## config.mk

```make
export PLATFORM = sky130hd
export DESIGN_NAME = cqac_ram
export DESIGN_NICKNAME = d
export VERILOG_FILES = /design/src/rtl/core/cqac_ram.sv
export SDC_FILE = /design/constraint.sdc
export NUM_CORES = 1
export LEC_CHECK = 0
export BUFFER_PORTS_ARGS = -buffer_cell sky130_fd_sc_hd__buf_2
export CORE_UTILIZATION = 60
export CTS_BUF_LIST = sky130_fd_sc_hd__clkbuf_2 sky130_fd_sc_hd__clkbuf_4 sky130_fd_sc_hd__clkbuf_8
export DETAILED_ROUTE_END_ITERATION = 6
export GPL_ROUTABILITY_DRIVEN = 0
export PLACE_DENSITY = 0.78
export SLEW_MARGIN = 10
export SYNTH_ARGS = -nofsm -noshare
export SYNTH_HDL_FRONTEND = slang
export SYNTH_SLANG_ARGS = --single-unit
```

## constraint.sdc

```tcl
create_clock -name clk_i -period 4.7 [get_ports clk_i]
set_input_delay 0.94 -clock clk_i [delete_from_list [all_inputs] [get_ports clk_i]]
set_output_delay 0.94 -clock clk_i [all_outputs]
set_load 0.02 [all_outputs]
```

## src/rtl/core/cqac_ram.sv

```systemverilog
// Generic simple dual-port RAM, one write and one registered read port.
// No dependencies.
`default_nettype none

module cqac_ram #(
  parameter int WIDTH = 8,
  parameter int DEPTH = 16
) (
  input  wire logic                                        clk_i,
  input  wire logic                                        wr_en_i,
  input  wire logic [((DEPTH > 1) ? $clog2(DEPTH) : 1)-1:0] wr_addr_i,
  input  wire logic [WIDTH-1:0]                            wr_data_i,
  input  wire logic                                        rd_en_i,
  input  wire logic [((DEPTH > 1) ? $clog2(DEPTH) : 1)-1:0] rd_addr_i,
  output      logic [WIDTH-1:0]                            rd_data_o
);

  logic [WIDTH-1:0] mem_q [DEPTH];
  logic [WIDTH-1:0] rd_data_q;

  // Write port
  always_ff @(posedge clk_i) begin
    if (wr_en_i) begin
      mem_q[wr_addr_i] <= wr_data_i;
    end
  end

  // Registered read, holds until the next read
  always_ff @(posedge clk_i) begin
    if (rd_en_i) begin
      rd_data_q <= mem_q[rd_addr_i];
    end
  end

  assign rd_data_o = rd_data_q;

endmodule

`default_nettype wire

```

==> impl_metrics.prom, run 1 <==
# TYPE chip_impl_metric gauge
chip_impl_info{name="worstSetupEndpointType",value="register"} 1
chip_impl_metric{name="synth_fp_nets",unit=""} 248
chip_impl_metric{name="regArea",unit="um^2"} 4084
chip_impl_metric{name="postSynthRegisterBits",unit=""} 136
chip_impl_metric{name="io-pin-count",unit=""} 27
chip_impl_metric{name="core-area",unit="um^2"} 8341
chip_impl_metric{name="grt_start_max_net_pins",unit=""} 33
chip_impl_metric{name="power_per_cell_area",unit="nW/um^2"} 432.3
chip_impl_metric{name="postRouteAntennaNets",unit=""} 0
chip_impl_metric{name="avgSynthCellArea",unit="um^2"} 22.83
chip_impl_metric{name="initial_core_util",unit="%"} 62.68
chip_impl_info{name="synth_top_family_by_area",value="multiplexers"} 1
chip_impl_metric{name="cts.clk_slew.worst_paths",unit="ns"} 0.08
chip_impl_metric{name="post-route-drc-count",unit=""} 0
chip_impl_metric{name="wl",unit="um"} 9260
chip_impl_info{name="tritoncts",value="built"} 1
chip_impl_metric{name="grt_util_met3",unit="%"} 7.018
chip_impl_metric{name="final_net_count",unit=""} 284
chip_impl_metric{name="worst-endpoint-required",unit="ns"} 4.88
chip_impl_info{name="busiest_layer",value="met2"} 1
chip_impl_metric{name="htree_levels",unit=""} 4
chip_impl_metric{name="final_total_pwr",unit="mW"} 2.536
chip_impl_metric{name="finalSetupTns",unit="ns"} 0
chip_impl_metric{name="synth_area_in_xor_xnor",unit="%"} 0
chip_impl_metric{name="initial_antenna_violation_count",unit=""} 0
chip_impl_metric{name="timing.final.max_slew_violations",unit=""} 0
chip_impl_metric{name="detail_route.wl_per_cell",unit="um"} 24.24
chip_impl_metric{name="irDropWorstVdd",unit="V"} 0.0003268
chip_impl_metric{name="clock_tree.buffer_depth",unit=""} 2
chip_impl_metric{name="met2_layer_usage_reported_by_global_route",unit="%"} 35.65
chip_impl_metric{name="drt_iter0_markers",unit=""} 316
chip_impl_metric{name="final.fill_count",unit=""} 504
chip_impl_metric{name="globalRouteTotalUtil",unit="%"} 23.29
chip_impl_metric{name="clock-sinks",unit=""} 136
chip_impl_metric{name="maxClockFrequency",unit="MHz"} 387.7
chip_impl_metric{name="layout_worst_path_cycle_share",unit="%"} 54.88
chip_impl_metric{name="multi_input_comb_area",unit="um^2"} 1072
chip_impl_metric{name="cts_resized",unit=""} 0
chip_impl_metric{name="crit_fanout",unit=""} 32
chip_impl_metric{name="viasPerCell",unit=""} 6.296
chip_impl_metric{name="clock_insertion_delay_worst_skew",unit="ns"} 0.42
chip_impl_metric{name="post_route_cells_drive_above_1_share",unit="%"} 28.52
chip_impl_info{name="outcome",value="finished, final reports clean"} 1
chip_impl_metric{name="numCtsBuffers",unit=""} 17
chip_impl_metric{name="postSynthCellCount",unit=""} 229
chip_impl_metric{name="io_buf_count",unit=""} 26
chip_impl_metric{name="first_global_vias",unit=""} 2355
chip_impl_metric{name="mappedNetlistArea",unit="um^2"} 5228
chip_impl_metric{name="critPathArrivalTime",unit="ns"} 2.75
chip_impl_metric{name="complex_gate_fraction_of_the_synthesized_area",unit="%"} 2.298
chip_impl_metric{name="area_growth",unit="%"} 12.21
chip_impl_metric{name="diodes",unit=""} 0
chip_impl_info{name="hold_path.class",value="reg -> reg"} 1
chip_impl_metric{name="die_width",unit="um"} 95.34
chip_impl_metric{name="cts_setup_buffers",unit=""} 0
chip_impl_metric{name="power.static_leakage",unit="nW"} 1.937
chip_impl_metric{name="transition_time_at_the_pin_with_the_least_slew_margin",unit="ns"} 1.025
chip_impl_metric{name="synth-simple-area-share",unit="%"} 3.135
chip_impl_metric{name="wire_length_of_the_first_global_routing_pass",unit="um"} 13770
chip_impl_metric{name="via_count",unit=""} 2405
chip_impl_info{name="worstSetupStartpointType",value="input port"} 1
chip_impl_metric{name="fp.dieH",unit="um"} 95.34
chip_impl_metric{name="grt_remaining_overflow",unit=""} 0
chip_impl_metric{name="dp_hpwl",unit="um"} 5736
chip_impl_metric{name="synth_fa_ha_area_share",unit="%"} 0
chip_impl_metric{name="synthDistinctLibCells",unit=""} 18
chip_impl_info{name="timing.setup.critical_path_class",value="in -> reg"} 1
chip_impl_metric{name="count_of_hold_fix_buffers_inserted_at_cts",unit=""} 0
chip_impl_metric{name="total_of_max_cap_violations",unit=""} 0
chip_impl_metric{name="die-area",unit="um^2"} 9090
chip_impl_metric{name="worst_slew_margin_rel",unit="%"} 31.70
chip_impl_metric{name="met1_usage",unit="%"} 31.89
chip_impl_metric{name="ys_seq_area_share",unit="%"} 78.12
chip_impl_metric{name="finalSetupViolations",unit=""} 0
chip_impl_info{name="rsz0062_at_grt",value="false"} 1
chip_impl_metric{name="period_needed",unit="ns"} 2.579
chip_impl_metric{name="synth_warnings",unit=""} 0
chip_impl_metric{name="dr.pass1.iters",unit=""} 5
chip_impl_metric{name="ff2ff_setup_slack",unit="ns"} 3.21
chip_impl_info{name="clk_root_buffer_cell",value="clkbuf_8"} 1
chip_impl_metric{name="final-hold-violation-count",unit=""} 0
chip_impl_metric{name="num_rows",unit=""} 33
chip_impl_metric{name="synth_mux_area_share",unit="%"} 14.79
chip_impl_metric{name="skew_final",unit="ns"} 0.01059
placed cells by master, fill, tap and decap left out, types with 3 or more instances in the layout:
cell type and count:
edfxtp_1 136, nor3_2 3, nor2_1 13, clkinv_2 4
mux4_2 18, bufinv_16 5, nand2_1 9, clkbuf_8 17
a22oi_1 16, mux4_1 14, buf_2 26
flip-flops by register name, summed over array words and instances, names as in the netlist:
| register | count |
|---|---|
| rd_data_o | 8 |
| mem_q | 128 |
logic make-up after synthesis:
logic type / after synthesis
AO/OA/AOI/OAI: 16
multiplexers: 32
flip-flops: 136
AND/OR/NAND/NOR: 35
buffers and inverters: 10
final timing paths:
| check | from | end | cells past startpoint |
|---|---|---|---|
| max reg2reg | mem_q[1][3] | rd_data_o[3] | 3 |
| min reg2reg | mem_q[15][6] | rd_data_o[6] | 3 |
| min | mem_q[15][6] | rd_data_o[6] | 3 |
| max | rd_addr_i[0] | rd_data_o[3] | 4 |
report_power, final:
part	internal, mW	switching [mW]	total, mW
combinational	0.0473	0.0746	0.122
clock	0.624	0.418	1.04
sequential	1.37	0.00700	1.37
area by class of cell:
cell class | count | share of cell area [%]
multi-input cells | 83 | 18.28
clock buffers | 17 | 3.989
flip-flops and latches | 136 | 69.62
well taps | 105 | 2.240
repair buffers | 27 | 2.346
clock inverters | 14 | 3.520
worst max-delay path: stages:
cell,delay (ns)
buf_2,0.76
mux4_1,0.68
a22oi_1,0.26
nand2_1,0.09
synthesized netlist by cell type:
cell type | instances | share of area (%)
clkdlybuf4s25_2 | 3 | 0.57
nand2_1 | 9 | 0.65
and2_1 | 1 | 0.12
or3b_2 | 1 | 0.17
mux4_1 | 14 | 7.0
nor2_1 | 13 | 0.93
nand3b_1 | 2 | 0.29
edfxtp_1 | 136 | 78
nand2b_1 | 2 | 0.24
buf_6 | 3 | 0.65
mux4_2 | 18 | 7.8
a22oi_1 | 16 | 2.3
and2b_1 | 1 | 0.14
buf_2 | 3 | 0.29
buf_4 | 1 | 0.14
nand3_1 | 1 | 0.096
nor3_1 | 4 | 0.38
nor2b_1 | 1 | 0.12
metal layers:
metal  share of wire, %  up-vias  routed length [um]
met4               0.68        0                  63
met1                 39     1225                3615
li1                   -     1049                   -
met2                 52      125                4783
met5                  0        -                   0
met3                8.6        6                 797
through the flow:
stage	area, um^2	utilization (%)	hold WS [ns]	setup slack [ns]	cells
2_1_floorplan	5228	-	0.7048	2.267	229
3_3_place_gp	5420	64.99	0.7243	1.686	351
3_5_place_dp	5420	64.99	0.7384	1.695	351
4_1_cts	5861	70.27	0.7543	2.134	382
5_1_grt	5866	70.33	0.7961	2.021	382
6_report	5866	70.33	0.7496	2.121	382
Note: power is estimated with default switching activity, not from simulation.
==> inputs of run 2 (changes only) <==
clock period = 2.6 ns   (was 4.7 ns; I/O delays follow)
==> impl_metrics.prom, run 2 (synthesis results as in run 1) <==
# TYPE chip_impl_metric gauge
chip_impl_metric{name="detailedPlace.worstSlack",unit="ns"} 0.4899
chip_impl_metric{name="dpl.cell_count",unit=""} 368
chip_impl_metric{name="post-route-worst-setup-slack",unit="ns"} 0.9395
chip_impl_metric{name="max_stage_delay",unit="ns"} 0.66
chip_impl_metric{name="dp_hpwl",unit="um"} 6275
chip_impl_metric{name="numCtsBuffers",unit=""} 17
chip_impl_metric{name="post-route-drc-count",unit=""} 0
chip_impl_info{name="layout_commonest_cell",value="edfxtp_1"} 1
chip_impl_metric{name="skew_final",unit="ns"} 0.01153
chip_impl_info{name="critical_path.cell_chain",value="buf_2 -> buf_12 -> mux4_1 -> a22oi_1 -> nand2_1"} 1
chip_impl_info{name="worstSetupEndpointType",value="register"} 1
chip_impl_metric{name="finalSetupViolations",unit=""} 0
chip_impl_metric{name="transition_time_at_the_pin_with_the_least_slew_margin",unit="ns"} 0.7988
chip_impl_metric{name="irDropWorstVdd",unit="V"} 0.0005176
chip_impl_metric{name="viasPerCell",unit=""} 6.440
chip_impl_info{name="hold_path.class",value="in -> reg"} 1
chip_impl_metric{name="cts.clk_slew.worst_paths",unit="ns"} 0.08
chip_impl_info{name="critical_path.reg2reg.endpoint",value="rd_data_o[7]"} 1
chip_impl_metric{name="largest_reg_flops",unit=""} 128
chip_impl_metric{name="grt_remaining_overflow",unit=""} 0
chip_impl_metric{name="power.static_leakage",unit="nW"} 2.012
chip_impl_metric{name="fp.dieH",unit="um"} 95.34
chip_impl_metric{name="worst-endpoint-required",unit="ns"} 2.77
chip_impl_metric{name="io-pin-count",unit=""} 27
chip_impl_metric{name="grt_start_max_net_pins",unit=""} 33
chip_impl_metric{name="critPathArrivalTime",unit="ns"} 1.83
chip_impl_metric{name="clock-sinks",unit=""} 136
chip_impl_metric{name="initial_antenna_violation_count",unit=""} 0
chip_impl_metric{name="num_rows",unit=""} 33
chip_impl_metric{name="detail_route.wl_per_cell",unit="um"} 25.08
chip_impl_metric{name="clock_tree.buffer_depth",unit=""} 2
chip_impl_metric{name="globalRouteTotalUtil",unit="%"} 24.75
chip_impl_metric{name="ff2ff_setup_slack",unit="ns"} 1.10
chip_impl_metric{name="post_route_cells_drive_above_1_share",unit="%"} 30.17
chip_impl_metric{name="placed_area",unit="um^2"} 5563
chip_impl_metric{name="diodes",unit=""} 0
chip_impl_metric{name="crit_fanout",unit=""} 32
chip_impl_metric{name="power_frac_comb",unit="%"} 5.3
chip_impl_metric{name="clockPowerShare",unit="%"} 39.6
chip_impl_info{name="rsz0062_at_grt",value="false"} 1
chip_impl_metric{name="maxClockFrequency",unit="MHz"} 602.2
chip_impl_metric{name="initial_core_util",unit="%"} 62.68
chip_impl_info{name="timing.hold.worst_endpoint",value="rd_data_o[6]"} 1
chip_impl_info{name="top_family_by_delay_on_critical_path",value="multiplexers"} 1
chip_impl_info{name="clk_root_buffer_cell",value="clkbuf_8"} 1
chip_impl_info{name="tritoncts",value="built"} 1
chip_impl_metric{name="cts_resized",unit=""} 0
chip_impl_info{name="timing.setup.critical_path_class",value="in -> reg"} 1
chip_impl_metric{name="die-area",unit="um^2"} 9090
chip_impl_metric{name="cts_setup_buffers",unit=""} 0
chip_impl_metric{name="layout_worst_path_cycle_share",unit="%"} 63.86
chip_impl_info{name="regToRegStartpoint",value="mem_q[10][7]"} 1
chip_impl_metric{name="fin_worst_hold_slack",unit="ns"} 0.4722
chip_impl_metric{name="first_global_vias",unit=""} 2482
chip_impl_metric{name="hold_path_depth",unit=""} 1
chip_impl_info{name="cpMaxStageDelayCell",value="mux4_1"} 1
chip_impl_metric{name="final_total_pwr",unit="mW"} 4.502
chip_impl_metric{name="period_needed",unit="ns"} 1.660
chip_impl_metric{name="final_util",unit="%"} 71.69
chip_impl_info{name="largest_register_by_flop_count",value="mem_q"} 1
chip_impl_metric{name="area_growth",unit="%"} 14.38
chip_impl_metric{name="final_net_count",unit=""} 301
chip_impl_metric{name="fin_area",unit="um^2"} 5979
chip_impl_metric{name="worst_slew_margin_rel",unit="%"} 46.55
chip_impl_metric{name="postRouteAntennaNets",unit=""} 0
chip_impl_metric{name="internal_power",unit="mW"} 3.592
chip_impl_metric{name="core-area",unit="um^2"} 8341
chip_impl_metric{name="final-hold-violation-count",unit=""} 0
chip_impl_metric{name="drt_iter0_markers",unit=""} 305
chip_impl_metric{name="die_width",unit="um"} 95.34
chip_impl_metric{name="count_of_hold_fix_buffers_inserted_at_cts",unit=""} 0
chip_impl_metric{name="wire_length_of_the_first_global_routing_pass",unit="um"} 14640
chip_impl_metric{name="wl",unit="um"} 10030
chip_impl_metric{name="timing.final.max_slew_violations",unit=""} 0
chip_impl_metric{name="htree_levels",unit=""} 4
chip_impl_metric{name="power_per_cell_area",unit="nW/um^2"} 752.8
chip_impl_info{name="outcome",value="finished, final reports clean"} 1
chip_impl_metric{name="path_buf_inv",unit=""} 2
chip_impl_metric{name="total_of_max_cap_violations",unit=""} 0
chip_impl_metric{name="via_count",unit=""} 2576
chip_impl_metric{name="final_cells",unit=""} 400
chip_impl_metric{name="clock_insertion_delay_worst_skew",unit="ns"} 0.42
chip_impl_info{name="final_cell_mix",value="edfxtp_1 (136), buf_2 (26), mux4_2 (18)"} 1
chip_impl_metric{name="io_buf_count",unit=""} 26
chip_impl_info{name="hold_path_startpoint",value="rd_en_i"} 1
chip_impl_info{name="worstSetupStartpointType",value="input port"} 1
chip_impl_metric{name="r2r.worst_path.cells",unit=""} 3
chip_impl_metric{name="finalSetupTns",unit="ns"} 0
chip_impl_metric{name="p_sw_share",unit="%"} 20.20
chip_impl_metric{name="dr.pass1.iters",unit=""} 6
chip_impl_metric{name="total_switching_power",unit="mW"} 0.9093
chip_impl_metric{name="p_seq_share",unit="%"} 55.1
## run 2: cell types whose count changed in the layout (fill, tap and decap cells not counted), sizes merged
cell / change
buf: +17
clkinvlp: +1
inv: +1
bufinv: -1
## run 2: worst max path at each step
stage	start	endpoint	slack (ns)	cells past startpoint
2_1_floorplan	wr_addr_i[2]	mem_q[0][0]	0.59	2
3_3_place_gp	rd_addr_i[0]	rd_data_o[3]	0.51	5
3_5_place_dp	rd_addr_i[0]	rd_data_o[3]	0.49	5
4_1_cts	rd_addr_i[0]	rd_data_o[3]	0.95	5
5_1_grt	rd_addr_i[0]	rd_data_o[7]	0.89	5
6_report	rd_addr_i[0]	rd_data_o[3]	0.94	5
## run 2: cell type report
type	instances	area, um^2
clock buffers	17	234.0
multi-input cells	83	1057
well taps	105	131.4
flip-flops and latches	136	4084
clock inverters	15	182.7
fillers	487	2361
repair buffers	44	290.3
## run 2: power by group through the flow
stage / clock (mW) / combinational [mW] / sequential (mW)
3_3_place_gp: 0 / 0.231 / 2.53
2_1_floorplan: 0 / 0.125 / 2.54
6_report: 1.78 / 0.237 / 2.48
4_1_cts: 1.81 / 0.239 / 2.48
5_1_grt: 1.89 / 0.254 / 2.49
3_5_place_dp: 0 / 0.237 / 2.53
## run 2: layer usage
layer	share of wire (%)	track usage (%)	vias to the layer above
li1	-	-	1086
met1	41	34.72	1314
met2	48	36.49	153
met3	8.2	6.858	23
met4	2.5	11.99	0
met5	0	0	-
