File: src/rtl/core/cqac_pkg.sv
// Shared types and constants for class quota admission control.
// Used by the top level, cqac_quota and cqac_checker; no dependencies of its own.
`default_nettype none

package cqac_pkg;

  // Sizing of the block
  localparam int GLOBAL_CAP  = 64;
  localparam int QUEUE_DEPTH = 256;
  localparam int TAG_BITS    = 16;

  // Field widths fixed by the interface
  localparam int CNT_W     = 7;
  localparam int QUOTA_W   = 7;
  localparam int TAG_W     = 16;
  localparam int CLS_W     = 2;
  localparam int OP_W      = 2;
  localparam int CFG_IDX_W = 2;

  // Stream widths
  localparam int IN_DATA_W  = 24;
  localparam int IN_USER_W  = 2;
  localparam int OUT_DATA_W = 48;
  localparam int OUT_USER_W = 3;

  // Task queue geometry
  localparam int PTR_W   = (QUEUE_DEPTH > 1) ? $clog2(QUEUE_DEPTH) : 1;
  localparam int FILL_W  = $clog2(QUEUE_DEPTH + 1);
  localparam int ENTRY_W = TAG_BITS + CLS_W;

  // Quota reset values
  localparam logic [QUOTA_W-1:0] FWD_QUOTA_RST = QUOTA_W'(10);
  localparam logic [QUOTA_W-1:0] REV_QUOTA_RST = QUOTA_W'(4);
  localparam logic [QUOTA_W-1:0] REF_QUOTA_RST = QUOTA_W'(2);

  // Register indexes
  localparam logic [CFG_IDX_W-1:0] REG_FWD_QUOTA = CFG_IDX_W'(0);
  localparam logic [CFG_IDX_W-1:0] REG_REV_QUOTA = CFG_IDX_W'(1);
  localparam logic [CFG_IDX_W-1:0] REG_REF_QUOTA = CFG_IDX_W'(2);

  // Class codes
  localparam logic [CLS_W-1:0] CLS_FWD = CLS_W'(0);
  localparam logic [CLS_W-1:0] CLS_REV = CLS_W'(1);
  localparam logic [CLS_W-1:0] CLS_REF = CLS_W'(2);
  localparam logic [CLS_W-1:0] CLS_ALT = CLS_W'(3);

  // Operation codes; any op with the high bit set is a completion
  localparam logic [OP_W-1:0] OP_SUBMIT = OP_W'(0);
  localparam logic [OP_W-1:0] OP_TAKE   = OP_W'(1);
  localparam int              OP_COMPL_BIT = 1;

  typedef enum logic [2:0] {
    V_ADMIT     = 3'd0,
    V_REJ_CAP   = 3'd1,
    V_REJ_CLASS = 3'd2,
    V_REJ_FULL  = 3'd3,
    V_TAKEN     = 3'd4,
    V_EMPTY     = 3'd5,
    V_DONE      = 3'd6
  } verdict_e;

  typedef enum logic [1:0] {
    ST_IDLE,
    ST_EXEC,
    ST_RDATA
  } state_e;

  // Counter update request from the control path
  typedef struct packed {
    logic             commit;
    logic             dec_en;
    logic [CLS_W-1:0] dec_cls;
    logic             inc_en;
    logic [CLS_W-1:0] inc_cls;
  } cnt_upd_t;

  // In-flight counts
  typedef struct packed {
    logic [CNT_W-1:0] total;
    logic [CNT_W-1:0] fwd;
    logic [CNT_W-1:0] rev;
    logic [CNT_W-1:0] refr;
  } cnt_t;

  // Admission check status
  typedef struct packed {
    logic cap_hit;
    logic fits;
  } admit_t;

endpackage

`default_nettype wire

File: src/rtl/core/cqac_quota.sv
// Quota registers, in-flight counters and the class admission check.
// Depends on cqac_pkg.
`default_nettype none

module cqac_quota
  import cqac_pkg::*;
(
  input  wire logic                 clk_i,
  input  wire logic                 rst_ni,
  input  wire logic                 cfg_we_i,
  input  wire logic [CFG_IDX_W-1:0] cfg_index_i,
  input  wire logic [QUOTA_W-1:0]   cfg_data_i,
  input  wire logic [CLS_W-1:0]     req_cls_i,
  input  wire cnt_upd_t             upd_i,
  output      cnt_t                 cnt_nx_o,
  output      admit_t               adm_o
);

  localparam int SW = $clog2(GLOBAL_CAP + 1) + 2;

  logic [QUOTA_W-1:0] fwd_quota_q, rev_quota_q, ref_quota_q;
  cnt_t               cnt_q, cnt_d;
  logic [QUOTA_W-1:0] unused_rev, unused_ref;
  logic [QUOTA_W:0]   rev_limit;
  logic signed [SW-1:0] eff, eff_min, fq_s, cf_s;
  logic               fit_fwd, fit_rev, fit_ref;

  function automatic logic [CNT_W-1:0] sat_inc(input logic [CNT_W-1:0] v);
    return (v == '1) ? v : v + CNT_W'(1);
  endfunction

  function automatic logic [CNT_W-1:0] clamp_dec(input logic [CNT_W-1:0] v);
    return (v == '0) ? v : v - CNT_W'(1);
  endfunction

  function automatic logic is_cls(input logic [CLS_W-1:0] c, input logic [CLS_W-1:0] k);
    logic r;
    case (k)
      CLS_FWD: r = (c == CLS_FWD);
      CLS_REF: r = (c == CLS_REF);
      default: r = (c == CLS_REV) || (c == CLS_ALT);
    endcase
    return r;
  endfunction

  // Quota registers; a zero write restores the default
  always_ff @(posedge clk_i or negedge rst_ni) begin
    if (!rst_ni) begin
      fwd_quota_q <= FWD_QUOTA_RST;
      rev_quota_q <= REV_QUOTA_RST;
      ref_quota_q <= REF_QUOTA_RST;
    end else if (cfg_we_i) begin
      case (cfg_index_i)
        REG_FWD_QUOTA: fwd_quota_q <= (cfg_data_i == '0) ? FWD_QUOTA_RST : cfg_data_i;
        REG_REV_QUOTA: rev_quota_q <= (cfg_data_i == '0) ? REV_QUOTA_RST : cfg_data_i;
        REG_REF_QUOTA: ref_quota_q <= (cfg_data_i == '0) ? REF_QUOTA_RST : cfg_data_i;
        default: ;
      endcase
    end
  end

  // Next counts: eviction or completion first, then admission
  always_comb begin
    cnt_d = cnt_q;
    if (upd_i.dec_en) begin
      cnt_d.total = clamp_dec(cnt_d.total);
      if (is_cls(upd_i.dec_cls, CLS_FWD)) cnt_d.fwd  = clamp_dec(cnt_d.fwd);
      if (is_cls(upd_i.dec_cls, CLS_REV)) cnt_d.rev  = clamp_dec(cnt_d.rev);
      if (is_cls(upd_i.dec_cls, CLS_REF)) cnt_d.refr = clamp_dec(cnt_d.refr);
    end
    if (upd_i.inc_en) begin
      cnt_d.total = sat_inc(cnt_d.total);
      if (is_cls(upd_i.inc_cls, CLS_FWD)) cnt_d.fwd  = sat_inc(cnt_d.fwd);
      if (is_cls(upd_i.inc_cls, CLS_REV)) cnt_d.rev  = sat_inc(cnt_d.rev);
      if (is_cls(upd_i.inc_cls, CLS_REF)) cnt_d.refr = sat_inc(cnt_d.refr);
    end
  end

  always_ff @(posedge clk_i or negedge rst_ni) begin
    if (!rst_ni) begin
      cnt_q <= '0;
    end else if (upd_i.commit) begin
      cnt_q <= cnt_d;
    end
  end

  assign cnt_nx_o = cnt_d;

  // Unused reservations
  assign unused_rev = (rev_quota_q > cnt_q.rev)  ? rev_quota_q - cnt_q.rev  : '0;
  assign unused_ref = (ref_quota_q > cnt_q.refr) ? ref_quota_q - cnt_q.refr : '0;

  // Refresh: own quota. Reverse: may borrow unused refresh quota.
  assign fit_ref   = cnt_q.refr < ref_quota_q;
  assign rev_limit = {1'b0, rev_quota_q} + {1'b0, unused_ref};
  assign fit_rev   = {1'b0, cnt_q.rev} < rev_limit;

  // Forward: min(quota, cap minus unused reservations)
  assign fq_s    = $signed(SW'(fwd_quota_q));
  assign cf_s    = $signed(SW'(cnt_q.fwd));
  assign eff     = $signed(SW'(GLOBAL_CAP)) - $signed(SW'(unused_rev))
                   - $signed(SW'(unused_ref));
  assign eff_min = (eff > fq_s) ? fq_s : eff;
  assign fit_fwd = cf_s < eff_min;

  always_comb begin
    adm_o.cap_hit = SW'(cnt_q.total) >= SW'(GLOBAL_CAP);
    case (req_cls_i)
      CLS_FWD: adm_o.fits = fit_fwd;
      CLS_REF: adm_o.fits = fit_ref;
      default: adm_o.fits = fit_rev;
    endcase
  end

endmodule

`default_nettype wire

File: config.mk
export PLATFORM = sky130hd
export DESIGN_NAME = cqac_quota
export DESIGN_NICKNAME = d
export VERILOG_FILES = /design/src/rtl/core/cqac_pkg.sv /design/src/rtl/core/cqac_quota.sv
export SDC_FILE = /design/constraint.sdc
export NUM_CORES = 1
export LEC_CHECK = 0
export BUFFER_PORTS_ARGS = -buffer_cell sky130_fd_sc_hd__buf_2
export CAP_MARGIN = 20
export CORE_MARGIN = 2
export CORE_UTILIZATION = 55
export CTS_CLUSTER_SIZE = 28
export DETAILED_ROUTE_END_ITERATION = 7
export GPL_TIMING_DRIVEN = 0
export PLACE_DENSITY_LB_ADDON = 0.25
export SKIP_LAST_GASP = 1
export SLEW_MARGIN = 20
export SYNTH_ARGS = -nofsm -noshare
export SYNTH_HDL_FRONTEND = slang
export SYNTH_SLANG_ARGS = --single-unit
File: constraint.sdc
create_clock -name clk_i -period 7.2 [get_ports clk_i]
set_input_delay 1.44 -clock clk_i [delete_from_list [all_inputs] [get_ports clk_i]]
set_output_delay 1.44 -clock clk_i [all_outputs]
set_load 0.02 [all_outputs]
==> results of run 1 <==
## repair_timing
action,4_1_cts,5_1_grt
setup buffers,28,7
pin swaps,32,27
hold buffers,0,0
setup endpoints to repair,1,1
resized for setup,56,22
## registers in the layout, summed over array words and instances (netlist names)
| signal | count |
|---|---|
| cnt_q | 21 |
| fwd_quota_q | 7 |
| cf_s | 7 |
| rev_quota_q | 7 |
| ref_quota_q | 7 |
## critical path, delay by kind of cell (launching register included)
| family | cells | cell delay [ns] |
|---|---|---|
| xor gates and xnor gates | 1 | 0.08 |
| AOI/OAI and AO/OA | 13 | 2.08 |
| buffers and inverters | 2 | 0.28 |
| and+or+nand+nor | 9 | 1.46 |
| DFF | 1 | 0.46 |
| adders and majority gates | 5 | 1.33 |
| muxes | 1 | 0.25 |
## per-layer routing
metal | share of wire | vias to the layer above | routed length, um
li1 | - | 2374 | -
met1 | 0.43 | 2304 | 6060
met2 | 0.49 | 124 | 6940
met3 | 0.042 | 41 | 601
met4 | 0.039 | 0 | 551
met5 | 0 | - | 0
## cell usage in the layout (no fill, tap or decap), types with 4 or more instances in the layout
cell type,netlist,layout
and2_1,6,5
xor2_1,15,13
nor2b_1,8,8
o211ai_1,4,4
o21a_1,6,5
o31a_1,4,4
and3_1,4,4
o21ai_1,2,6
a21o_1,10,10
nor3_1,9,9
clkbuf_8,2,8
xnor2_1,32,30
dfrtp_2,0,10
mux2_2,33,33
nand4_1,5,5
mux2i_1,10,8
nand2b_1,8,7
nor4_1,10,10
dfstp_2,4,4
clkbuf_1,6,5
inv_1,57,51
nor2_1,41,38
a21oi_2,1,4
dfrtp_1,45,35
o21ai_0,45,38
nand3_1,10,10
buf_2,0,47
o41ai_1,4,4
buf_4,1,36
ha_1,61,52
ha_4,0,8
or3_1,8,8
inv_2,0,6
a21oi_1,29,26
nand2_1,50,49
## worst paths after layout
kind / from / to / slack [ns] / depth (start not counted)
worst min register to register: ref_quota_q[0]$_DFFE_PN0P_ / ref_quota_q[0]$_DFFE_PN0P_ / 0.51 / 1
max in group asynchronous: rst_ni / rev_quota_q[4]$_DFFE_PN0P_ / 5.59 / 1
worst max register to register: cnt_q[0]$_DFFE_PN0P_ / cnt_q[1]$_DFFE_PN0P_ / 3.94 / 12
min in group asynchronous: rst_ni / cnt_q[24]$_DFFE_PN0P_ / 1.14 / 1
worst min-delay path: ref_quota_q[0]$_DFFE_PN0P_ / ref_quota_q[0]$_DFFE_PN0P_ / 0.51 / 1
worst max-delay path: rev_quota_q[4]$_DFFE_PN0P_ / adm_o[0] / -0.51 / 31
## final cells by class
class | instances | area (sq um)
Clock inverter | 2 | 13.8
Multi-Input combinational cell | 493 | 4080
Buffer | 9 | 68.8
Clock buffer | 6 | 82.6
Inverter | 57 | 214
Tap cell | 129 | 161
Fill cell | 755 | 2900
Timing Repair Buffer | 84 | 517
Sequential cell | 49 | 1240
## kinds of logic after synthesis
family,count (synthesis),share of synthesized area
compound gates,145,0.185
xor+xnor,47,0.0779
fa+ha+maj,65,0.160
buf+inv,67,0.0535
flops,49,0.233
mux,43,0.0893
simple gates,193,0.201
## through the flow
| stage | setup TNS, ns | setup slack, ns | area [sq um] | hold WS [ns] |
|---|---|---|---|---|
| 3_5_place_dp | -0.688 | -0.688 | 5690 | 0.494 |
| 4_1_cts | -0.315 | -0.315 | 6220 | 0.516 |
| 6_report | -0.513 | -0.513 | 6380 | 0.514 |
| 5_1_grt | -0.734 | -0.734 | 6380 | 0.540 |
| 3_3_place_gp | -0.540 | -0.540 | 5690 | 0.485 |
| 2_1_floorplan | 0 | 0.215 | 5290 | 0.468 |
==> run summary, run 1 <==
status = complete, but fails checks
failing checks = negative setup slack
die area = 10400 sq um
Post-DRT Antenna Nets = 0
Post-synth ARST share = 1.00
Core Footprint = 9280 sq um
Pre-antenna DRT Iters = 5
Worst-path clk slew = 0.09 ns
# setup viols final = 1
HP Class = register to register
first-pass GRT wire length = 22400 um
Vias = 4843
row cnt = 35
Layout Utilization = 0.687
max incr delay on CP = 0.46 ns
clk sinks = 49
# nets final = 785
max-cap violation count = 0
crit share post-route = 1.07
register area share after synthesis = 0.233
Crit. End Element = primary output
Final Hold Viols = 0
global routing usage on met3 = 0.0479
All-Layer GR Usage = 0.272
DRC = 0
Unique masters post-synth = 80
Die Wd = 102 um
fin. max-slew vios = 0
Cell Area, Synth = 5290 sq um
WL/cell = 17.1 um
dpl cells = 787
top-count cell post-synth = ha_1
routability congestion estimate = 0.863
Clock Tree Buf Depth = 2
synthesized flop and latch total = 49
Syn Nets = 695
io pins = 51
crit path DAT = 6.27 ns
Cells after Synth = 609
synth warn = 0
Worst Slack Setup Final = -0.513 ns
Iter 0 DRT Violations = 182
fin cells = 829
Setup CP Type = register to primary output
vias in the first global route = 4714
share of the synthesized area in the top cell type = 0.213
RSZ-0062 raised after global routing = true
Least-Margin Pin Slew = 0.686 ns
EDFF count, synth = 0
grt total ovfl = 0
Die Y = 102 um
Layout Area Growth over Synthesis = 20.7%
Avg Synthesized Cell Area = 8.68 sq um
Slew Limit Headroom = 0.542
CTS tree = yes
worst skew pair latency = 0.31 ns
Startpoint Class = register
post-layout min period = 7.71 ns
number of H-tree levels = 2
Ant. Diodes = 0
GR Util met1 = 0.333
dominant synthesized flop cell = dfrtp_1
Root Driver = clkbuf_8
Routed WL = 14100 um
most used routing layer = met2
largest net degree at the start of global routing = 50
slowest CP cell = dfrtp_2
Final Skew = 0.00717 ns
met2 GRT Util = 0.472
initial antenna violation count = 0
share of layout cells above drive strength 1 = 0.306
DP HPWL = 10300 um
cts bufs inserted = 5
most frequent cells after synthesis = ha_1, inv_1, nand2_1
Port Buf Inserts = 49
main area contributors after synthesis = dfrtp_1, ha_1, mux2_2
leading area contributor after synthesis = dfrtp_1
max frequency = 0.130 GHz
Worst Path Max Fanout = 4
drt via density = 5.84
Req. time, crit path = 5.76 ns
Initial Utilization = 0.569
Power of run 1 is not shown: default switching activity piles up to over one toggle a cycle in this logic, so the estimate is an artifact.
==> run 2, diff against run 1 <==
PLACE_DENSITY = 0.78   (was unset)
PLACE_DENSITY_LB_ADDON = unset   (was 0.25)
==> run 2 against run 1 <==
The run still ends with negative setup slack left. Critical path type unchanged. First-iteration DRC count is 24% higher. Final cell count fell by 0.97%. Wire length down 2.1%. Non-clock buffer count fell by 8. Global-route usage down 0.35 points. Utilization is 0.70 points lower. Clock skew rose by 0.0018 ns. Critical path depth grew 2. Via count grew 0.12%. Sequential share of layout area up 0.14 points.
==> run summary, run 2 (same netlist as run 1, synthesis figures left out) <==
Core Footprint = 9280 sq um (unchanged)
All-Layer GR Usage = 0.269 (-0.00351)
first-pass GRT wire length = 22300 um (-0.46%)
Crit. End Element = primary output
Routed WL = 13900 um (-2.1%)
Initial Utilization = 0.569 (unchanged)
Post-DRT Antenna Nets = 0 (unchanged)
Ant. Diodes = 0 (unchanged)
Setup CP Type = register to primary output
Clock Tree Buf Depth = 2 (unchanged)
fin cells = 821 (-0.97%)
die area = 10400 sq um (unchanged)
Worst-path clk slew = 0.08 ns (about the same)
r2r endpoint = cnt_q[1]$_DFFE_PN0P_
status = complete, but fails checks
Port Buf Inserts = 49 (unchanged)
# setup viols final = 1 (unchanged)
HP Class = register to register
most common cell after layout, fill and taps aside = ha_1
R2R depth = 12 (unchanged)
largest net degree at the start of global routing = 50 (unchanged)
number of H-tree levels = 2 (unchanged)
vias in the first global route = 4755 (+0.87%)
Die Wd = 102 um (unchanged)
WL/cell = 16.9 um (-1.1%)
max incr delay on CP = 0.61 ns (+0.15 ns)
Final Skew = 0.00894 ns (+0.00177 ns)
initial antenna violation count = 0 (unchanged)
crit share post-route = 1.06 (-0.00888)
routability congestion estimate = 0.874 (+1.2%)
max-cap violation count = 0 (unchanged)
Vias = 4849 (+0.12%)
io pins = 51 (unchanged)
slowest CP cell = dfstp_2
dpl cells = 787 (unchanged)
clk sinks = 49 (unchanged)
fin. max-slew vios = 0 (unchanged)
most frequent cells in the layout = ha_1, inv_1, nand2_1
CTS tree = yes
failing checks = negative setup slack
DRC = 0 (unchanged)
Iter 0 DRT Violations = 225 (+24%)
# nets final = 777 (-1.0%)
grt total ovfl = 0 (unchanged)
row cnt = 35 (unchanged)
r2r setup slk = 3.85 ns (-0.09 ns)
Final Hold Viols = 0 (unchanged)
Startpoint Class = register
share of layout cells above drive strength 1 = 0.293 (-0.0124)
DP HPWL = 10400 um (+0.76%)
cts bufs inserted = 5 (unchanged)
Die Y = 102 um (unchanged)
max frequency = 0.131 GHz (+0.84%)
Worst Slack Setup Final = -0.450 ns (+0.0639 ns)
Slew Limit Headroom = 0.546 (+0.00380)
drt via density = 5.91 (+1.1%)
worst skew pair latency = 0.30 ns (about the same)
Least-Margin Pin Slew = 0.681 ns (-0.00570 ns)
post-layout min period = 7.65 ns (-0.0639 ns)
RSZ-0062 raised after global routing = true
Pre-antenna DRT Iters = 4 (-1)
Layout Area Growth over Synthesis = 19.5%
Crit Reg-Reg Startpoint = cnt_q[0]$_DFFE_PN0P_
Worst setup endpoint = adm_o[0]
Most flops, register = cnt_q
crit path DAT = 6.21 ns (-0.06 ns)
crit-path most repeated cell = ha_1
Worst Path Max Fanout = 5 (+1)
Root Driver = clkbuf_8
Setup crit start = rev_quota_q[2]$_DFFE_PN1P_
max reg flops = 21 (unchanged)
Req. time, crit path = 5.76 ns (about the same)
==> run 2: cell count changes in the layout (fill, tap and decap cells not counted), sizes merged <==
cell,change
bufinv,+1
buf,-8
clkinvlp,+1
clkinv,-2
==> run 2: final cells by class <==
cell class                      count  area, sq um
Tap cell                          129          161
Clock inverter                      2         37.5
Buffer                              9         68.8
Timing Repair Buffer               76          457
Clock buffer                        6         82.6
Sequential cell                    49         1240
Fill cell                         759         2970
Multi-Input combinational cell    493         4050
Inverter                           57          214
==> run 2: repair_timing <==
action / 4_1_cts / 5_1_grt
hold buffers: 0 / 0
resized for setup: 56 / 16
setup buffers: 19 / 8
pin swaps: 28 / 17
setup endpoints to repair: 1 / 1
==> run 2: how the worst min path moves through the flow <==
stage                                     startpoint                         end  cells after the start
final                     ref_quota_q[1]$_DFFE_PN1P_  ref_quota_q[1]$_DFFE_PN1P_                      2
after detailed placement  ref_quota_q[0]$_DFFE_PN0P_  ref_quota_q[0]$_DFFE_PN0P_                      1
after global routing      ref_quota_q[0]$_DFFE_PN0P_  ref_quota_q[0]$_DFFE_PN0P_                      1
after CTS                 ref_quota_q[0]$_DFFE_PN0P_  ref_quota_q[0]$_DFFE_PN0P_                      1
after global placement    ref_quota_q[1]$_DFFE_PN1P_  ref_quota_q[1]$_DFFE_PN1P_                      2
after floorplan           ref_quota_q[1]$_DFFE_PN1P_  ref_quota_q[1]$_DFFE_PN1P_                      2
==> run 2: per-layer routing <==
| layer | part of all wire | global-route usage | up-vias | routed length, um |
|---|---|---|---|---|
| li1 | - | - | 2353 | - |
| met1 | 0.44 | 0.346 | 2354 | 6120 |
| met2 | 0.49 | 0.470 | 112 | 6820 |
| met3 | 0.036 | 0.0260 | 30 | 494 |
| met4 | 0.030 | 0.0974 | 0 | 418 |
| met5 | 0 | 0 | - | 0 |
==> run 2: through the flow <==
stage | setup slack (ns) | hold slack, ns | setup TNS [ns] | area [sq um] | utilization
detailed placement | -0.784 | 0.501 | -0.784 | 5690 | 0.613
finish | -0.450 | 0.515 | -0.450 | 6310 | 0.680
floorplan | 0.215 | 0.468 | 0 | 5290 | -
CTS | -0.259 | 0.521 | -0.259 | 6160 | 0.663
global route | -0.708 | 0.535 | -0.708 | 6310 | 0.680
global placement | -0.562 | 0.491 | -0.562 | 5690 | 0.613
==> run 2: worst max-delay path, delay by kind of cell, from the launching register on <==
kind	cells	cell delay [ns]
compound gates	14	2.21
fa+ha+maj	5	1.24
simple gates	9	1.21
flops	1	0.61
buf+inv	4	0.56
xor+xnor	1	0.10
Power of run 2 is left out for the same reason.
==> run 3, diff against run 2 <==
CORE_UTILIZATION = 56   (was 55)
CTS_BUF_LIST = sky130_fd_sc_hd__clkbuf_4   (was unset)
PLACE_DENSITY = 0.79   (was 0.78)
==> run 3 against run 2 <==
The run still ends with negative setup slack left. Cell area about the same. Global-route usage increased by 1.4 points. Worst hold slack improved by 0.0030 ns. Maximum frequency about the same. Clock skew increased by 0.0022 ns. Register-to-register slack got worse by 0.15 ns. Critical path type unchanged.
==> run summary, run 3 (same netlist as run 1, synthesis figures left out) <==
max incr delay on CP = 0.39 ns (-0.22 ns)
initial antenna violation count = 0 (unchanged)
Ant. Diodes = 0 (unchanged)
Crit path buffers/inverters = 5 (+1)
r2r endpoint = cnt_q[1]$_DFFE_PN0P_
max frequency = 0.131 GHz (about the same)
HP Class = register to register
vias in the first global route = 4861 (+2.2%)
# nets final = 791 (+1.8%)
dpl cells = 769 (-2.3%)
Crit. End Element = primary output
Startpoint Class = register
pre-CTS setup slack = -0.690 ns (+0.0931 ns)
drt via density = 6.05 (+2.5%)
share of layout cells above drive strength 1 = 0.300 (+0.00693)
# setup viols final = 1 (unchanged)
Vias = 4944 (+2.0%)
Post-DRT Antenna Nets = 0 (unchanged)
hold_sp = ref_quota_q[0]$_DFFE_PN0P_
Final Skew = 0.0112 ns (+0.00222 ns)
fin cells = 817 (-0.49%)
All-Layer GR Usage = 0.282 (+0.0135)
io pins = 51 (unchanged)
worst skew pair latency = 0.36 ns (+0.06 ns)
Least-Margin Pin Slew = 0.692 ns (+0.0114 ns)
Most flops, register = cnt_q
status = complete, but fails checks
max-cap violation count = 0 (unchanged)
most common cell after layout, fill and taps aside = inv_1
crit share post-route = 1.06 (about the same)
max reg flops = 21 (unchanged)
crit path DAT = 6.20 ns (about the same)
WHS Path Cells = 1 (-1)
Final Hold Viols = 0 (unchanged)
clk sinks = 49 (unchanged)
Slew Limit Headroom = 0.539 (-0.00759)
CP top delay family = compound AO/OA/AOI/OAI gates
failing checks = negative setup slack
DP HPWL = 10400 um (about the same)
Worst Path Max Fanout = 8 (+3)
Die Wd = 101 um (-0.86%)
Clock Tree Buf Depth = 2 (unchanged)
fin. max-slew vios = 0 (unchanged)
Die Y = 101 um (-0.86%)
DRC = 0 (unchanged)
routability congestion estimate = 0.930 (+6.4%)
slowest CP cell = dfrtp_1
most frequent cells in the layout = inv_1, ha_1, nand2_1
R2R depth = 12 (unchanged)
CTS tree = yes
Layout Area Growth over Synthesis = 19.5% (about the same)
first-pass GRT wire length = 23100 um (+3.8%)
Iter 0 DRT Violations = 188 (-16%)
Crit Reg-Reg Startpoint = cnt_q[0]$_DFFE_PN0P_
Routed WL = 14100 um (+2.1%)
Endpoint, Worst Hold = ref_quota_q[0]$_DFFE_PN0P_
grt total ovfl = 0 (unchanged)
Req. time, crit path = 5.76 ns (about the same)
Setup crit start = cnt_q[13]$_DFFE_PN0P_
number of H-tree levels = 2 (unchanged)
Core Footprint = 9200 sq um (-0.94%)
Port Buf Inserts = 49 (unchanged)
row cnt = 35 (unchanged)
Worst Slack Setup Final = -0.444 ns (+0.00542 ns)
Layout fillers = 702 (-7.5%)
r2r setup slk = 3.70 ns (-0.15 ns)
post-layout min period = 7.64 ns (-0.00542 ns)
Root Driver = clkbuf_4
WL/cell = 17.3 um (+2.6%)
RSZ-0062 raised after global routing = true
Pre-antenna DRT Iters = 5 (+1)
hold buffers post-CTS = 0 (unchanged)
largest net degree at the start of global routing = 50 (unchanged)
Setup CP Type = register to primary output
Worst-path clk slew = 0.15 ns (+0.07 ns)
cts bufs inserted = 5 (unchanged)
Initial Utilization = 0.575 (+0.00542)
die area = 10200 sq um (-1.7%)
==> run 3: changes by cell type in the layout (fill, tap and decap cells not counted), sizes merged <==
cell and delta:
bufinv -1, clkinvlp +1, buf +14
==> run 3: worst max path at each step <==
stage / end / slack, ns / depth (start not counted)
2_1_floorplan: adm_o[0] / 0.22 / 30
3_3_place_gp: adm_o[0] / -0.58 / 30
3_5_place_dp: adm_o[0] / -0.69 / 33
4_1_cts: adm_o[0] / -0.22 / 31
5_1_grt: adm_o[0] / -0.71 / 34
6_report: adm_o[0] / -0.44 / 31
==> run 3: per-stage QoR <==
step           hold slack, ns  setup TNS (ns)  cell area (sq um)  utilization
3_5_place_dp            0.492          -0.690               5670        0.616
3_3_place_gp            0.494          -0.579               5670        0.616
2_1_floorplan           0.468               0               5290            -
4_1_cts                 0.524          -0.222               6260        0.681
5_1_grt                 0.534          -0.713               6310        0.687
6_report                0.518          -0.444               6310        0.687
==> run 3: timing repair <==
| action | CTS | global route |
|---|---|---|
| pin swaps | 37 | 9 |
| endpoints found under the setup margin | 1 | 1 |
| buffers inserted | 38 | 3 |
| resized for setup | 61 | 6 |
==> run 3: cell type report <==
cell class | count | area, sq um | share of cell area
clock inverter | 2 | 15.0 | 0.00238
multi-input combinational | 493 | 4030 | 0.639
clock buffer | 6 | 45.0 | 0.00713
sequential | 49 | 1240 | 0.196
buffer | 9 | 68.8 | 0.0109
tap | 111 | 139 | 0.0220
inverter | 57 | 214 | 0.0339
timing repair buffer | 90 | 562 | 0.0890
==> run 3: per-layer routing <==
metal  share of wire  up-vias  global-route usage
li1                -     2384                   -
met1            0.43     2385               0.356
met2            0.50      132               0.497
met3           0.038       43              0.0345
met4           0.037        0               0.104
met5               0        -                   0
Power of run 3 is left out for the same reason.
